==> src/rtl/ptc_pkg.sv <==
package ptc_pkg;

  localparam int VERTS_DEF       = 1024;
  localparam int NEIGHBORS_DEF   = 16384;
  localparam int VERTEX_BITS_DEF = 32;

  // row-start entries keep 15 bits whatever the store depth
  localparam int ROW_W = 15;

  localparam logic [14:0] COUNT_MAX = 15'h7fff;
  localparam logic [47:0] SUM_MAX   = 48'hffff_ffff_ffff;
  localparam logic [31:0] ERR_MAX   = 32'hffff_ffff;

  localparam logic [2:0] OP_ROW_ONE = 3'd0;
  localparam logic [2:0] OP_NB_ONE  = 3'd1;
  localparam logic [2:0] OP_ROW_TWO = 3'd2;
  localparam logic [2:0] OP_NB_TWO  = 3'd3;
  localparam logic [2:0] OP_EDGE    = 3'd4;

  localparam logic [1:0] CFG_ONE_FIRST = 2'd0;
  localparam logic [1:0] CFG_ONE_LAST  = 2'd1;
  localparam logic [1:0] CFG_TWO_FIRST = 2'd2;
  localparam logic [1:0] CFG_TWO_LAST  = 2'd3;

  localparam logic [31:0] ONE_FIRST_RST = 32'd0;
  localparam logic [31:0] ONE_LAST_RST  = 32'd1023;
  localparam logic [31:0] TWO_FIRST_RST = 32'd0;
  localparam logic [31:0] TWO_LAST_RST  = 32'd1023;

  typedef struct packed {
    logic [2:0]  opcode;
    logic [13:0] slot;
    logic [31:0] load_value;
    logic [31:0] edge_from;
    logic [31:0] edge_to;
  } in_word_t;

  typedef struct packed {
    logic [14:0] common_neighbors;
    logic        out_of_range;
    logic [47:0] total_triangles;
    logic [31:0] total_out_of_range;
  } out_word_t;

  // write request into one partition's tables
  typedef struct packed {
    logic        row_en;
    logic        nb_en;
    logic [13:0] slot;
    logic [31:0] value;
  } ptc_load_t;

endpackage

==> src/rtl/ptc_seq.sv <==
module ptc_seq #(
  parameter int VERTS       = ptc_pkg::VERTS_DEF,
  parameter int NEIGHBORS   = ptc_pkg::NEIGHBORS_DEF,
  parameter int VERTEX_BITS = ptc_pkg::VERTEX_BITS_DEF,
  localparam int AW = $clog2(VERTS + 1),
  localparam int NW = $clog2(NEIGHBORS),
  localparam int PW = $clog2(NEIGHBORS + 1)
) (
  input  logic                        clk,
  input  logic                        rst_n,
  input  logic                        in_valid,
  output logic                        in_stall,
  input  ptc_pkg::in_word_t           in_word,
  output logic                        out_valid,
  input  logic                        out_stall,
  output ptc_pkg::out_word_t          out_word,
  input  logic                        cfg_wr_en,
  input  logic [1:0]                  cfg_index,
  input  logic [31:0]                 cfg_data,
  output ptc_pkg::ptc_load_t          load_one,
  output ptc_pkg::ptc_load_t          load_two,
  output logic [AW-1:0]               row_addr_one,
  output logic [AW-1:0]               row_addr_two,
  input  logic [ptc_pkg::ROW_W-1:0]   row_data_one,
  input  logic [ptc_pkg::ROW_W-1:0]   row_data_two,
  output logic [NW-1:0]               nb_addr_one,
  output logic [NW-1:0]               nb_addr_two,
  input  logic [VERTEX_BITS-1:0]      nb_data_one,
  input  logic [VERTEX_BITS-1:0]      nb_data_two
);
  import ptc_pkg::*;

  typedef enum logic [2:0] {
    S_IDLE, S_RANGE, S_LOCAL, S_ROW0, S_ROW1, S_MERGE, S_DONE
  } state_t;

  state_t      state_r, state_nxt;
  logic [31:0] one_first_r, one_last_r, two_first_r, two_last_r;
  logic [31:0] from_r, from_nxt, to_r, to_nxt;
  logic [31:0] a_r, a_nxt, b_r, b_nxt;
  logic        flag_r, flag_nxt;
  logic [PW-1:0] u_r, u_nxt, v_r, v_nxt, hia_r, hia_nxt, hib_r, hib_nxt;
  logic [PW-1:0] found_r, found_nxt;
  logic [47:0] tri_r, tri_nxt;
  logic [31:0] err_r, err_nxt;
  logic        out_valid_r, out_valid_nxt;
  out_word_t   out_word_r, out_word_nxt;

  logic        accept;
  logic [48:0] tri_sum;
  logic [14:0] count_sat;

  function automatic logic [PW-1:0] clamp_row(input logic [ROW_W-1:0] row);
    if (32'(row) > 32'(NEIGHBORS)) begin
      return PW'(NEIGHBORS);
    end
    return PW'(row);
  endfunction

  assign in_stall = (state_r != S_IDLE);
  assign accept   = in_valid && !in_stall;

  always_comb begin
    load_one        = '0;
    load_two        = '0;
    load_one.slot   = in_word.slot;
    load_one.value  = in_word.load_value;
    load_two.slot   = in_word.slot;
    load_two.value  = in_word.load_value;
    load_one.row_en = accept && in_word.opcode == OP_ROW_ONE;
    load_one.nb_en  = accept && in_word.opcode == OP_NB_ONE;
    load_two.row_en = accept && in_word.opcode == OP_ROW_TWO;
    load_two.nb_en  = accept && in_word.opcode == OP_NB_TWO;
  end

  // second row read fetches the end of the row
  assign row_addr_one = (state_r == S_ROW0) ? a_r[AW-1:0] + AW'(1) : a_r[AW-1:0];
  assign row_addr_two = (state_r == S_ROW0) ? b_r[AW-1:0] + AW'(1) : b_r[AW-1:0];

  // store reads follow the next pointers so data lines up with u_r / v_r
  assign nb_addr_one = u_nxt[NW-1:0];
  assign nb_addr_two = v_nxt[NW-1:0];

  assign tri_sum   = {1'b0, tri_r} + 49'(found_r);
  assign count_sat = (32'(found_r) > 32'(COUNT_MAX)) ? COUNT_MAX : 15'(found_r);

  always_comb begin
    state_nxt     = state_r;
    from_nxt      = from_r;
    to_nxt        = to_r;
    a_nxt         = a_r;
    b_nxt         = b_r;
    flag_nxt      = flag_r;
    u_nxt         = u_r;
    v_nxt         = v_r;
    hia_nxt       = hia_r;
    hib_nxt       = hib_r;
    found_nxt     = found_r;
    tri_nxt       = tri_r;
    err_nxt       = err_r;
    out_word_nxt  = out_word_r;
    out_valid_nxt = out_valid_r && out_stall;

    unique case (state_r)
      S_IDLE: begin
        if (accept && in_word.opcode == OP_EDGE) begin
          from_nxt  = in_word.edge_from;
          to_nxt    = in_word.edge_to;
          flag_nxt  = 1'b0;
          found_nxt = '0;
          state_nxt = S_RANGE;
        end
      end
      S_RANGE: begin
        if (from_r < one_first_r || from_r > one_last_r ||
            to_r < two_first_r || to_r > two_last_r) begin
          flag_nxt  = 1'b1;
          state_nxt = S_DONE;
        end else begin
          a_nxt     = from_r - one_first_r;
          b_nxt     = to_r - two_first_r;
          state_nxt = S_LOCAL;
        end
      end
      S_LOCAL: begin
        if (a_r >= 32'(VERTS) || b_r >= 32'(VERTS)) begin
          flag_nxt  = 1'b1;
          state_nxt = S_DONE;
        end else begin
          state_nxt = S_ROW0;
        end
      end
      S_ROW0: begin
        u_nxt     = clamp_row(row_data_one);
        v_nxt     = clamp_row(row_data_two);
        state_nxt = S_ROW1;
      end
      S_ROW1: begin
        hia_nxt   = clamp_row(row_data_one);
        hib_nxt   = clamp_row(row_data_two);
        state_nxt = S_MERGE;
      end
      S_MERGE: begin
        if (u_r < hia_r && v_r < hib_r) begin
          priority if (nb_data_one < nb_data_two) begin
            u_nxt = u_r + PW'(1);
          end else if (nb_data_one > nb_data_two) begin
            v_nxt = v_r + PW'(1);
          end else begin
            u_nxt     = u_r + PW'(1);
            v_nxt     = v_r + PW'(1);
            found_nxt = found_r + PW'(1);
          end
        end else begin
          state_nxt = S_DONE;
        end
      end
      S_DONE: begin
        if (!out_valid_r || !out_stall) begin
          if (flag_r) begin
            err_nxt = (err_r == ERR_MAX) ? err_r : err_r + 32'd1;
            tri_nxt = tri_r;
          end else begin
            tri_nxt = (tri_sum > 49'(SUM_MAX)) ? SUM_MAX : tri_sum[47:0];
          end
          out_word_nxt.common_neighbors   = flag_r ? 15'd0 : count_sat;
          out_word_nxt.out_of_range       = flag_r;
          out_word_nxt.total_triangles    = tri_nxt;
          out_word_nxt.total_out_of_range = err_nxt;
          out_valid_nxt = 1'b1;
          state_nxt     = S_IDLE;
        end
      end
      default: state_nxt = S_IDLE;
    endcase
  end

  always_ff @(posedge clk) begin
    if (!rst_n) begin
      state_r     <= S_IDLE;
      out_valid_r <= 1'b0;
      tri_r       <= '0;
      err_r       <= '0;
      one_first_r <= ONE_FIRST_RST;
      one_last_r  <= ONE_LAST_RST;
      two_first_r <= TWO_FIRST_RST;
      two_last_r  <= TWO_LAST_RST;
    end else begin
      state_r     <= state_nxt;
      out_valid_r <= out_valid_nxt;
      tri_r       <= tri_nxt;
      err_r       <= err_nxt;
      if (cfg_wr_en) begin
        unique case (cfg_index)
          CFG_ONE_FIRST: one_first_r <= cfg_data;
          CFG_ONE_LAST:  one_last_r  <= cfg_data;
          CFG_TWO_FIRST: two_first_r <= cfg_data;
          CFG_TWO_LAST:  two_last_r  <= cfg_data;
          default: ;
        endcase
      end
    end
    from_r     <= from_nxt;
    to_r       <= to_nxt;
    a_r        <= a_nxt;
    b_r        <= b_nxt;
    flag_r     <= flag_nxt;
    u_r        <= u_nxt;
    v_r        <= v_nxt;
    hia_r      <= hia_nxt;
    hib_r      <= hib_nxt;
    found_r    <= found_nxt;
    out_word_r <= out_word_nxt;
  end

  assign out_valid = out_valid_r;
  assign out_word  = out_word_r;

endmodule

==> config.mk <==
export PLATFORM = sky130hd
export DESIGN_NAME = ptc_seq
export DESIGN_NICKNAME = d
export VERILOG_FILES = /design/src/rtl/ptc_pkg.sv /design/src/rtl/ptc_seq.sv
export SDC_FILE = /design/constraint.sdc
export NUM_CORES = 1
export LEC_CHECK = 0
export ABC_AREA = 1
export ABC_CLOCK_PERIOD_IN_PS = 7800
export BUFFER_PORTS_ARGS = -buffer_cell sky130_fd_sc_hd__buf_4
export CORE_UTILIZATION = 58
export DETAILED_ROUTE_END_ITERATION = 8
export PLACE_DENSITY = 0.82
export SLEW_MARGIN = 10
export SYNTH_ARGS = -nofsm -noshare
export SYNTH_HDL_FRONTEND = slang
export SYNTH_SLANG_ARGS = --single-unit
==> constraint.sdc <==
create_clock -name clk -period 7.8 [get_ports clk]
set_clock_uncertainty 0.15 [all_clocks]
set_input_delay 0 -clock clk [delete_from_list [all_inputs] [get_ports clk]]
set_output_delay 0 -clock clk [all_outputs]
set_load 0.01 [all_outputs]
* Word level (Yosys, flattened, before mapping)
Index checks and enable logic that the tools add are counted.
Word-level totals: bits in registers 512, input port bits 246, output and inout port bits 244, word-level logic and storage cells 147
Cells by class: $add $sub $neg 9, order comparisons 13, equal/unequal tests 23, mux-type cells 42, bitwise logic cells 1, reductions and logical operators 35
Operator list (count):
- 15-bit 2-to-1 mux | 15
- 32-bit greater-than comparator | 3
- 32-bit < comparator | 3
- 48-bit 2-to-1 mux | 2
- 15-bit case mux with 2 select lines | 3
- 32-bit by 11-bit >= comparator with 1-bit output (second input constant) | 2
- 32-bit 2-to-1 mux | 2
- 32-bit subtractor | 2
- 48-bit by 15-bit adder with 49-bit output | 1
- 49-bit by 48-bit greater-than comparator with 1-bit output (second input constant) | 1
- 15-bit by 1-bit adder with 15-bit output (second input constant) | 3
- 32-bit by 1-bit adder with 32-bit output (second input constant) | 1
- 32-bit equality test (second input constant) | 1
- 15-bit greater-than comparator (second input constant) | 2
- 15-bit < comparator | 2
- 11-bit by 1-bit adder with 11-bit output (second input constant) | 2
- 11-bit 2-to-1 mux | 2
- 3-bit case mux with 7 select lines | 1
- 2-bit inequality test (second input constant) | 8
- 3-bit 2-to-1 mux | 5
- 2-bit AND reduction | 7
- 3-bit by 2-bit equality test with 1-bit output (second input constant) | 4
- 3-bit equality test (second input constant) | 4
- 1-bit 2-to-1 mux | 11
- other kinds (16) | 36

* Logic depth before layout (Yosys ltp)
Gate-level depths: netlist (run 1).
depth after elaboration 6, depth in mapped cells 20

* Worst setup path before layout (run 1)
Ideal clock, no wire load.
path kind register to register, start register state_r[0], end register found_r[0] (netlist: count_sat[0]), enable pin, library setup time 0.406 ns, arrival time 6.586 ns, data required time 7.244 ns, setup slack 0.658 ns, stages on the path, launching flop included 8, period minus slack after synthesis 7.142 ns, cell sequence dfxtp_1 > inv_1 > nand2_1 > nor2_1 > nand3_1 > nor3_1 > nor2_1 > nor3_1
On the way: word-level cells in the longest chain between the ends 6, elaborated cells between the ends (all ways) 12, those cells by class eq/ne (5); reduce/logical (7)
Ends and longest elaborated chain:
- start: declaration | line ptc_seq.sv:37 | state_t state_r, state_nxt;
- start signal: assignment | line ptc_seq.sv:189 | state_r <= state_nxt;
- 3-bit nonzero test | line ptc_seq.sv:60 | assign in_stall = (state_r != S_IDLE);
- 1-bit logical NOT | line ptc_seq.sv:61 | assign accept = in_valid && !in_stall;
- 1-bit logical AND | line ptc_seq.sv:61
- 1-bit logical AND | line ptc_seq.sv:106 | if (accept && in_word.opcode == OP_EDGE) begin
- 2-bit inequality test (no line)
- 5-bit AND reduction (no line) (*)
- end signal: assignment | line ptc_seq.sv:212 | found_r <= found_nxt;
- end: declaration | line ptc_seq.sv:43 | logic [PW-1:0] found_r, found_nxt;
Every way passes the cells marked *; elsewhere a longest branch is shown, timed or not. A chain may end at the register's enable or synchronous reset.

* Worst setup path after layout (run 1)
start register to_r[0], end register b_r[5], enable pin
On the way: word-level cells in the longest chain between the ends 5, elaborated cells between the ends (all ways) 6, those cells by class order compare (2); bitwise (1); reduce/logical (3)
Ends and longest elaborated chain:
- start: declaration | line ptc_seq.sv:39 | logic [31:0] from_r, from_nxt, to_r, to_nxt;
- start signal: assignment | line ptc_seq.sv:204 | to_r <= to_nxt;
- 32-bit < comparator | line ptc_seq.sv:116 | to_r < two_first_r || to_r > two_last_r) begin
- 1-bit logical OR | line ptc_seq.sv:115 | if (from_r < one_first_r || from_r > one_last_r ||
- 1-bit logical OR (*) | line ptc_seq.sv:116
- 1-bit inverter (no line) (*)
- 2-bit AND reduction (no line) (*)
- end signal: assignment | line ptc_seq.sv:206 | b_r <= b_nxt;
- end: declaration | line ptc_seq.sv:40 | logic [31:0] a_r, a_nxt, b_r, b_nxt;
Marks and branches as above.

==> impl.org, run 1 <==
** Outcome
- Run status :: finished with violations
- Failing checks :: hold timing

** Setup path
- Required time of the critical path :: 7920 ps
- The worst register-to-register path has a setup slack of 3800 ps.
- Startpoint of the most critical register-to-register path :: to_r[0]
- Highest-delay cell along the critical path :: sky130_fd_sc_hd__nor2_4
- Delay contributed by the slowest stage of the critical path :: 730 ps
- Number of buffers and inverters on the critical path :: 2
- Critical Path AT :: ~4100 ps
- The critical path runs through a total of 13 cells.
- Critical R2R Capture :: b_r[5]
- In this run the worst path has a maximum fanout of 33.
- Path type of the worst setup path :: reg -> reg
- STA classifies the critical path endpoint as a flop.
- Crit start category :: flop
- Traced cell by cell, the critical path runs through inv_1 -> ha_1 -> fa_1 -> o21ai_0 -> nand2_1 -> nand2_1 -> nand2_1 -> nand2_1 -> nand2_1 -> nand2_1 -> nand4_1 -> nor2_4 -> buf_4.
- Crit path max-delay family :: simple AND/OR/NAND/NOR gates
- The cell that appears most often on the critical path is sky130_fd_sc_hd__nand2_1.
- Worst Reg-to-Reg Cells :: 13

** Routing
- For this run, design rule violations remaining after detail routing come to 0.
- For this run, the detailed router's first-pass iteration total came to 6.
- Post-detailed-route count of antenna-violating nets :: 0
- Vias after detailed routing :: about 27k
- Using the TritonRoute via totals, the vias-per-cell ratio works out to between 5 and 6.
- Avg WL per Cell :: 17.2 um
- Initial drt markers :: 2,316
- Summed over all layers, the routed wires come to 84,500 um.

** Timing
- Setup-violating endpoint count in the final report :: 0
- Setup repair after global routing left no endpoint under its margin.
- Measured against its own limit, the worst slew margin works out to ~18%.
- Timing would allow up to 250 MHz.
- Worst-Margin Slew :: 1240 ps
- Counting I/O delays and the setup requirement, the final critical path takes between 4000 and 5000 ps.
- Period Utilization, post-route :: just over 50%
- The final count of hold timing violations is 1.
- The number of pins with negative max-slew slack in the final report came to 0.
- Post-route setup TNS :: 0 ps
- Hold timing on the final database bottoms out at a slack of -2.27 ps.

** Yosys
- Top_reg_cell synth :: sky130_fd_sc_hd__edfxtp_1
- Proportion of synthesized flip-flops having asynchronous set or reset :: 0%
- When the netlist entered floorplanning its net count stood at ~4.2k.
- Cell Area, Synth :: 30,200 um2
- Post-synthesis register bit count :: between 500 and 600
- Per-instance average area after synthesis :: between 8 and 9 um2
- Yosys cell types :: 56
- The cell count after synthesis came out at 3,738.
- Fraction of the yosys area taken by sequential cells :: 42.9%
- Total of warnings raised by yosys :: 0
- Number of enable flip-flop cells after synthesis :: between 200 and 300

** Final layout
- Syn-to-layout area delta :: 22.2%
- Once layout is complete, the utilization of the core stands at 71.8%.
- Fill cell count :: ~3.8k
- Top library cells by usage in the layout, fill and taps aside :: 601 x sky130_fd_sc_hd__inv_1, 580 x sky130_fd_sc_hd__nand2_1, 364 x sky130_fd_sc_hd__buf_4
- Most common cell after layout, fill and taps aside :: sky130_fd_sc_hd__inv_1
- Of the cells placed in the final design, the portion with a size suffix greater than 1 is 12.7%.
- Number of nets at the end of the flow :: 4,652

** Clock network
- Reg clk slew, reported paths :: 60 ps
- For the worst-skew pair, the clock arrives at the later sink with an insertion delay of 610 ps.
- H-tree lvl count :: 2
- Number of clock buffers inserted by TritonCTS :: 53
- Counting along the longest clock path gives a buffer depth of 3.
- CTS saw 512 sinks.
- In this run the clock root is driven by a sky130_fd_sc_hd__clkbuf_16.
- Post-CTS repair changed the size of 0 cells.
- TritonCTS built the clock tree.

** Floorplan
- In this run the core area contains 83 standard-cell rows.
- The core region is 51,400 um2.
- The initial utilization of the core area, before any placement, comes to 58.8%.
- The floorplan step set the die height to 230 um.
- Measured along the x axis, the die boundary spans 230 um.
- Die area :: 53,000 um2
- In this run the count of I/O pins placed on the die edge is 490.

** Hold path
- The worst hold path passes through 2 cells.
- The tightest min-delay check is of the in -> reg type.
- The path with the worst hold slack has its endpoint at from_r[7].
- HP Start :: in_word[39]

** GRT
- The first global-routing pass estimated ~130,000 um of wire.
- Remaining Overflow, GRT :: 0
- The number of global-route vias before repair came to ~26k.
- Pin count of the biggest net entering global routing :: between 150 and 200
- Overall track demand over capacity in global routing :: 31.1%
- The number of antenna violations at the first check in global routing came to 5.

** Placed design
- Input and output buffers added on the ports amount to 351.
- Detailed placement finished with a half-perimeter wire length of around 56,000 um.
- Gpl congestion :: 0.960

** Pwr
- Maximum vdd drop :: 190 uV
- The analysis attributes to cell leakage a power of ~16 nW.
- Summing internal, switching and leakage power gives 8.31 mW.
- Ratio of total power to cell area :: 225 nW/um2

** Flow run
- Count of maximum capacitance violations :: 0
## report_power, final
group          switching [mW]  internal [mW]  leakage, nW
Combinational            1.47          0.856         11.1
Sequential              0.199           3.14         4.39
Clock                    1.11           1.53        0.889
## synthesized netlist by cell type, types with 3 or more instances
cell	number	area share (%)
sky130_fd_sc_hd__o31ai_1	3	0.075
sky130_fd_sc_hd__nand2_2	10	0.21
sky130_fd_sc_hd__a31oi_1	10	0.21
sky130_fd_sc_hd__nor2_2	6	0.12
sky130_fd_sc_hd__nor3_2	5	0.17
sky130_fd_sc_hd__inv_2	13	0.16
sky130_fd_sc_hd__o21ai_0	289	4.8
sky130_fd_sc_hd__o21bai_1	5	0.12
sky130_fd_sc_hd__xnor2_1	41	1.2
sky130_fd_sc_hd__a21oi_2	4	0.12
sky130_fd_sc_hd__buf_2	10	0.17
sky130_fd_sc_hd__edfxtp_1	272	27
sky130_fd_sc_hd__a21oi_1	353	5.8
sky130_fd_sc_hd__nand3_1	171	2.8
sky130_fd_sc_hd__buf_6	4	0.15
sky130_fd_sc_hd__nand4_1	64	1.3
sky130_fd_sc_hd__o21ai_1	46	0.76
sky130_fd_sc_hd__nand3b_1	6	0.15
sky130_fd_sc_hd__fa_1	3	0.20
sky130_fd_sc_hd__nand2_4	4	0.15
sky130_fd_sc_hd__or2_2	3	0.062
sky130_fd_sc_hd__nor4_1	29	0.60
sky130_fd_sc_hd__o21a_1	7	0.17
sky130_fd_sc_hd__xor2_1	99	2.9
sky130_fd_sc_hd__clkbuf_1	83	1.0
sky130_fd_sc_hd__o211ai_1	18	0.45
sky130_fd_sc_hd__nor3_1	68	1.1
sky130_fd_sc_hd__clkinv_1	5	0.062
sky130_fd_sc_hd__a21o_1	10	0.25
sky130_fd_sc_hd__ha_1	211	8.7
sky130_fd_sc_hd__o21ai_2	6	0.17
sky130_fd_sc_hd__nand2_1	580	7.2
sky130_fd_sc_hd__buf_4	120	3.0
sky130_fd_sc_hd__dfxtp_1	240	16
sky130_fd_sc_hd__nand3_2	17	0.56
sky130_fd_sc_hd__buf_1	5	0.062
sky130_fd_sc_hd__nor2_1	290	3.6
sky130_fd_sc_hd__inv_1	603	7.5
## cell families (layout without fill, tap and decap cells)
group	after synthesis	count (layout)	share of synthesized area [%]
AND/OR/NAND/NOR	1265	1265	18.6
buffers and inverters	844	1343	12.1
AO/OA/AOI/OAI	762	762	13.3
flip-flops	512	512	42.9
adder cells (fa/ha/maj)	214	214	8.93
XOR/XNOR	141	141	4.11
other	0	4	0
## through the flow
step	instance area, um2	worst slack, ps	hold slack, ps	std cells
6_report	36900	3800	-2.27	4921
5_1_grt	36900	3470	8.55	4921
4_1_cts	36900	3780	0.273	4917
3_5_place_dp	32500	3800	-150	4561
3_3_place_gp	32500	3960	-150	4561
2_1_floorplan	30200	658	-99.3	3738
## final cells by class
| cell class | count | area, um2 | share of cell area [%] |
|---|---|---|---|
| diodes | 4 | 10.0 | 0.0271 |
| clock inverters | 21 | 198 | 0.535 |
| multi-input cells | 2382 | 13600 | 36.9 |
| clock buffers | 79 | 1610 | 4.36 |
| well taps | 680 | 851 | 2.30 |
| flip-flops and latches | 512 | 13000 | 35.1 |
| repair buffers | 621 | 5320 | 14.4 |
| inverters | 622 | 2340 | 6.33 |
## worst max path at each step
stage                    start      endpoint
detailed placement     to_r[0]        b_r[0]
global route           to_r[0]        b_r[0]
CTS                    to_r[0]        b_r[0]
finish                 to_r[0]        b_r[5]
global placement       to_r[0]        b_r[0]
floorplan           state_r[0]  count_sat[0]
## per-layer routing
metal	track usage (%)	vias to the layer above	part of all wire, %
met3	4.95	271	7.9
met2	51.1	1261	47
met4	15.5	2	4.9
met5	0	-	0.014
met1	39.7	12463	40
li1	-	13187	-
## registers in the layout (all words and copies together) (netlist names), 15 cells and up
name / flops
b_r: 32
one_last_r: 32
two_last_r: 32
to_r: 32
two_first_r: 32
err_r: 32
tri_r: 48
hib_r: 15
a_r: 32
one_first_r: 32
out_word: 96
v_r: 15
u_r: 15
count_sat: 15
from_r: 32
hia_r: 15
## what timing repair did
action / 4_1_cts / 5_1_grt
setup buffers: 0 / 0
endpoints found under the hold margin: 382 / 0
hold buffers: 256 / 0
endpoints found under the setup margin: 0 / 0
Power figures use the tool's default switching activity.
==> run 2, diff against run 1 <==
--- a/config.mk
+++ b/config.mk
@@ -5,12 +5,12 @@
 export SDC_FILE = /design/constraint.sdc
 export NUM_CORES = 1
 export LEC_CHECK = 0
-export ABC_AREA = 1
-export ABC_CLOCK_PERIOD_IN_PS = 7800
+export ABC_AREA = 0
+export ABC_CLOCK_PERIOD_IN_PS = 3600
 export BUFFER_PORTS_ARGS = -buffer_cell sky130_fd_sc_hd__buf_4
-export CORE_UTILIZATION = 58
+export CORE_UTILIZATION = 52
 export DETAILED_ROUTE_END_ITERATION = 8
-export PLACE_DENSITY = 0.82
+export PLACE_DENSITY = 0.78
 export SLEW_MARGIN = 10
 export SYNTH_ARGS = -nofsm -noshare
 export SYNTH_HDL_FRONTEND = slang
==> constraint.sdc (replaced) <==
create_clock -name clk -period 3.6 [get_ports clk]
set_clock_uncertainty 0.15 [all_clocks]
set_input_delay 0 -clock clk [delete_from_list [all_inputs] [get_ports clk]]
set_output_delay 0 -clock clk [all_outputs]
set_load 0.01 [all_outputs]
==> impl.org, run 2 <==
** Outcome
- Run status :: finished with violations
- The checks that failed: setup timing.

** Yosys
- After synthesis, the cell types taking the most area are sky130_fd_sc_hd__edfxtp_1 29%, sky130_fd_sc_hd__dfxtp_1 17%, sky130_fd_sc_hd__ha_1 9.2%, sky130_fd_sc_hd__nand2_1 5.3%, sky130_fd_sc_hd__a21oi_1 4.3%.
- Summing the areas of all fa, ha and maj instances in the mapped netlist gives 9.45% of the synthesized area.
- Proportion of synthesized flip-flops having asynchronous set or reset :: 0%
- After synthesis, the largest family of logic cells by area is simple AND/OR/NAND/NOR gates.
- Synthesis produced 3,035 cells.
- After synthesis, the share of cell area in mux cells is 0.578%.
- Yosys cell types :: 86
- The number of nets handed over by synthesis was about 3.5k.
- Ranking of synthesized cells by instance count :: 407 x sky130_fd_sc_hd__nand2_1, 272 x sky130_fd_sc_hd__edfxtp_1, 248 x sky130_fd_sc_hd__inv_1
- Area share of the leading cell type in the synthesized netlist :: about 29%
- Xor/xnor share of the synthesized area :: around 5.5%
- Fraction of the mapped netlist area in compound gates :: 14.4%
- In this run, synthesis produced a sequential element count of 512.
- After synthesis the cells add up to 28,600 um2.
- Summed over all instances, the cell type with the most area after synthesis is sky130_fd_sc_hd__edfxtp_1.
- Top_reg_cell synth :: sky130_fd_sc_hd__edfxtp_1
- Per-instance average area after synthesis :: approximately 9.4 um2
- Yosys printed 0 warnings.
- Fraction of the yosys area taken by sequential cells :: between 40 and 50%
- Count leader, synth :: sky130_fd_sc_hd__nand2_1
- Share of synthesized cell area in and, or, nand and nor gates :: 16.6%
- Number of enable flip-flop cells after synthesis :: 272

** Routing
- Once detail routing completed, the nets flagged for antenna violations numbered 0.
- Detailed routing inserted a total of 24.3k vias.
- Post-detailed-route DRC marker count :: 0
- For this block, the routed nets add up to 82,300 um of wire.
- Avg WL per Cell :: 19.3 um
- The first routing iteration left 1,973 violations.
- The pre-antenna-repair detailed-routing pass consisted of 6 iterations.
- DR vias/cell :: 5.69

** Setup path
- STA classifies the critical path startpoint as a flop.
- Required time of the critical path :: 3450 ps
- Walking the worst path, the cells encountered are ha_1 -> a21o_1 -> a21o_1 -> a21oi_1 -> nor2_1 -> a211oi_2 -> and3b_2 -> buf_6 -> nand2_2 -> o211ai_1 -> o311ai_2 -> buf_4.
- The critical path is of the reg -> out type.
- Crit path max-delay family :: compound AO/OA/AOI/OAI gates
- The largest single stage delay on the critical path is 500 ps.
- In this design, the critical path's most frequently occurring cell is sky130_fd_sc_hd__a21o_1.
- The slowest stage of the critical path belongs to the cell sky130_fd_sc_hd__dfxtp_1.
- Nature of the critical path endpoint :: primary output
- In this run the worst path has a maximum fanout of 11.
- Critical Path AT :: 3640 ps
- Number of buffers and inverters on the critical path :: 2

** Flow run
- The tool flagged a number of max-cap violations equal to 0.

** Final layout
- Most common cell after layout, fill and taps aside :: sky130_fd_sc_hd__nand2_1
- After routing the design area is 36,000 um2.
- Top library cells by usage in the layout, fill and taps aside :: 403 x sky130_fd_sc_hd__nand2_1, 396 x sky130_fd_sc_hd__buf_4, 272 x sky130_fd_sc_hd__edfxtp_1
- Of the cells placed in the final design, the portion with a size suffix greater than 1 is between 10% and 20%.
- Once layout is complete, the cells apart from fillers number 4,269.
- For this run, the share of the core covered by cells in the final layout is 66.6%.
- In the final design database the tool counted 3,987 nets.
- The register with the most flip-flops in the layout has 96 of them.
- The area growth from synthesis to layout is 25.9%.

** Hold path
- Hold Crit Class :: in -> reg

** GRT
- Entering global routing, the biggest net connects 93 pins.
- The number of global-route vias before repair is ~23k.
- Number of antenna violations at the first check in global routing :: 3
- Remaining Overflow, GRT :: 0
- First-pass GRT wire length :: 125,000 um
- Overall track demand over capacity in global routing :: between 20 and 30%

** Floorplan
- The initialized floorplan defines 85 standard-cell rows.
- Height of the die :: 236 um
- Count of boundary I/O pins :: 490
- Starting density of the core :: 52.9%
- The floorplan step defined a die boundary enclosing 55,900 um2.
- Placeable Area :: 54,000 um2
- The die is about 240 um wide.

** Timing
- Setup-violating endpoint count in the final report :: 24
- Unrepaired setup endpoints after global routing :: true
- At the pin with the least slew margin, the transition time is roughly 1100 ps.
- Setup slack on the critical path of the routed design comes to -191 ps.
- The number of pins with negative max-slew slack in the final report came to 0.
- Post-route setup TNS :: -2140 ps
- Final hold slack :: 33.9 ps
- Timing would allow up to 264 MHz.
- The final count of hold timing violations was 0.
- Post-route minimum period :: 3790 ps
- In the finished design, the share of the clock period the worst path needs comes to 105%.
- Tightest slew margin relative to the limit :: 28.3%

** Pwr
- Total design power :: between 15 and 20 mW
- Ratio of total power to cell area :: 448 nW/um2
- Across the VDD grid, the largest voltage drop is 416 uV.
- Leakage power :: between 10 and 15 nW

** Clock network
- Clock root buffer master :: sky130_fd_sc_hd__clkbuf_16
- Clock tree from TritonCTS :: yes
- In this run the deepest clock path goes through 3 buffers.
- TritonCTS created 54 clock buffers.
- At the later pin of the worst-skew pair, clock insertion delay measures 610 ps.
- The H-tree generated during clock tree synthesis spans 2 levels.
- After clock tree synthesis, the clock-pin slew on the worst setup and hold paths is 60 ps.
- CTS saw a little over 500 sinks.

** Placed design
- Gpl congestion :: 0.970
- The wire-length estimate of the detail-placed layout is 55,900 um.
- Worst slack, placed :: 141 ps
- In this run the tool buffered the top-level ports with 351 buffer cells.
- Placed cells :: 3,895
- Summing all placed instances gives a cell area of 31,200 um2.
[run 2: cell families (layout without fill, tap and decap cells)]
kind of cell	after synthesis	in the layout
adders and majority gates	214	214
xor gates and xnor gates	180	180
buffers and inverters	483	1020
and+or+nand+nor	1001	1001
DFF	512	512
muxes	15	15
AOI/OAI and AO/OA	630	630
other	0	1
[run 2: layout make-up]
cell class	count	area (um2)
multi-input cells	2040	13600
clock buffers	72	1460
clock inverters	29	272
flip-flops and latches	512	13000
repair buffers	671	5810
diodes	1	2.50
inverters	248	938
well taps	696	871
fillers	3974	18100
[run 2: what timing repair did]
action                                 in CTS  in global routing
resized for setup                          41                 45
pin swaps                                  12                 23
hold buffers                              254                  1
buffers inserted                            6                 10
setup endpoints to repair                  28                115
endpoints found under the hold margin     356                  1
gates cloned                                0                  1
[run 2: report_power, final]
part,switching (mW),total [mW],internal [mW]
logic,1.93,3.54,1.61
clock network,2.38,5.52,3.15
registers,0.415,7.06,6.65
[run 2: worst paths after layout]
path / endpoint / from / slack (ps) / cells past startpoint
max: nb_addr_two[4] / u_r[8] / -190 / 12
min: to_r[0] / in_word[0] / 30 / 2
max reg2reg: count_sat[7] / u_r[8] / 150 / 13
min reg2reg: two_first_r[13] / two_first_r[13] / 300 / 2
[run 2: layer usage]
layer	up-vias	track usage (%)	wire length [um]
met5	-	0	32
met4	6	14.0	4350
met3	265	4.80	6310
met2	1129	47.3	39200
met1	11332	35.4	32500
li1	11570	-	-
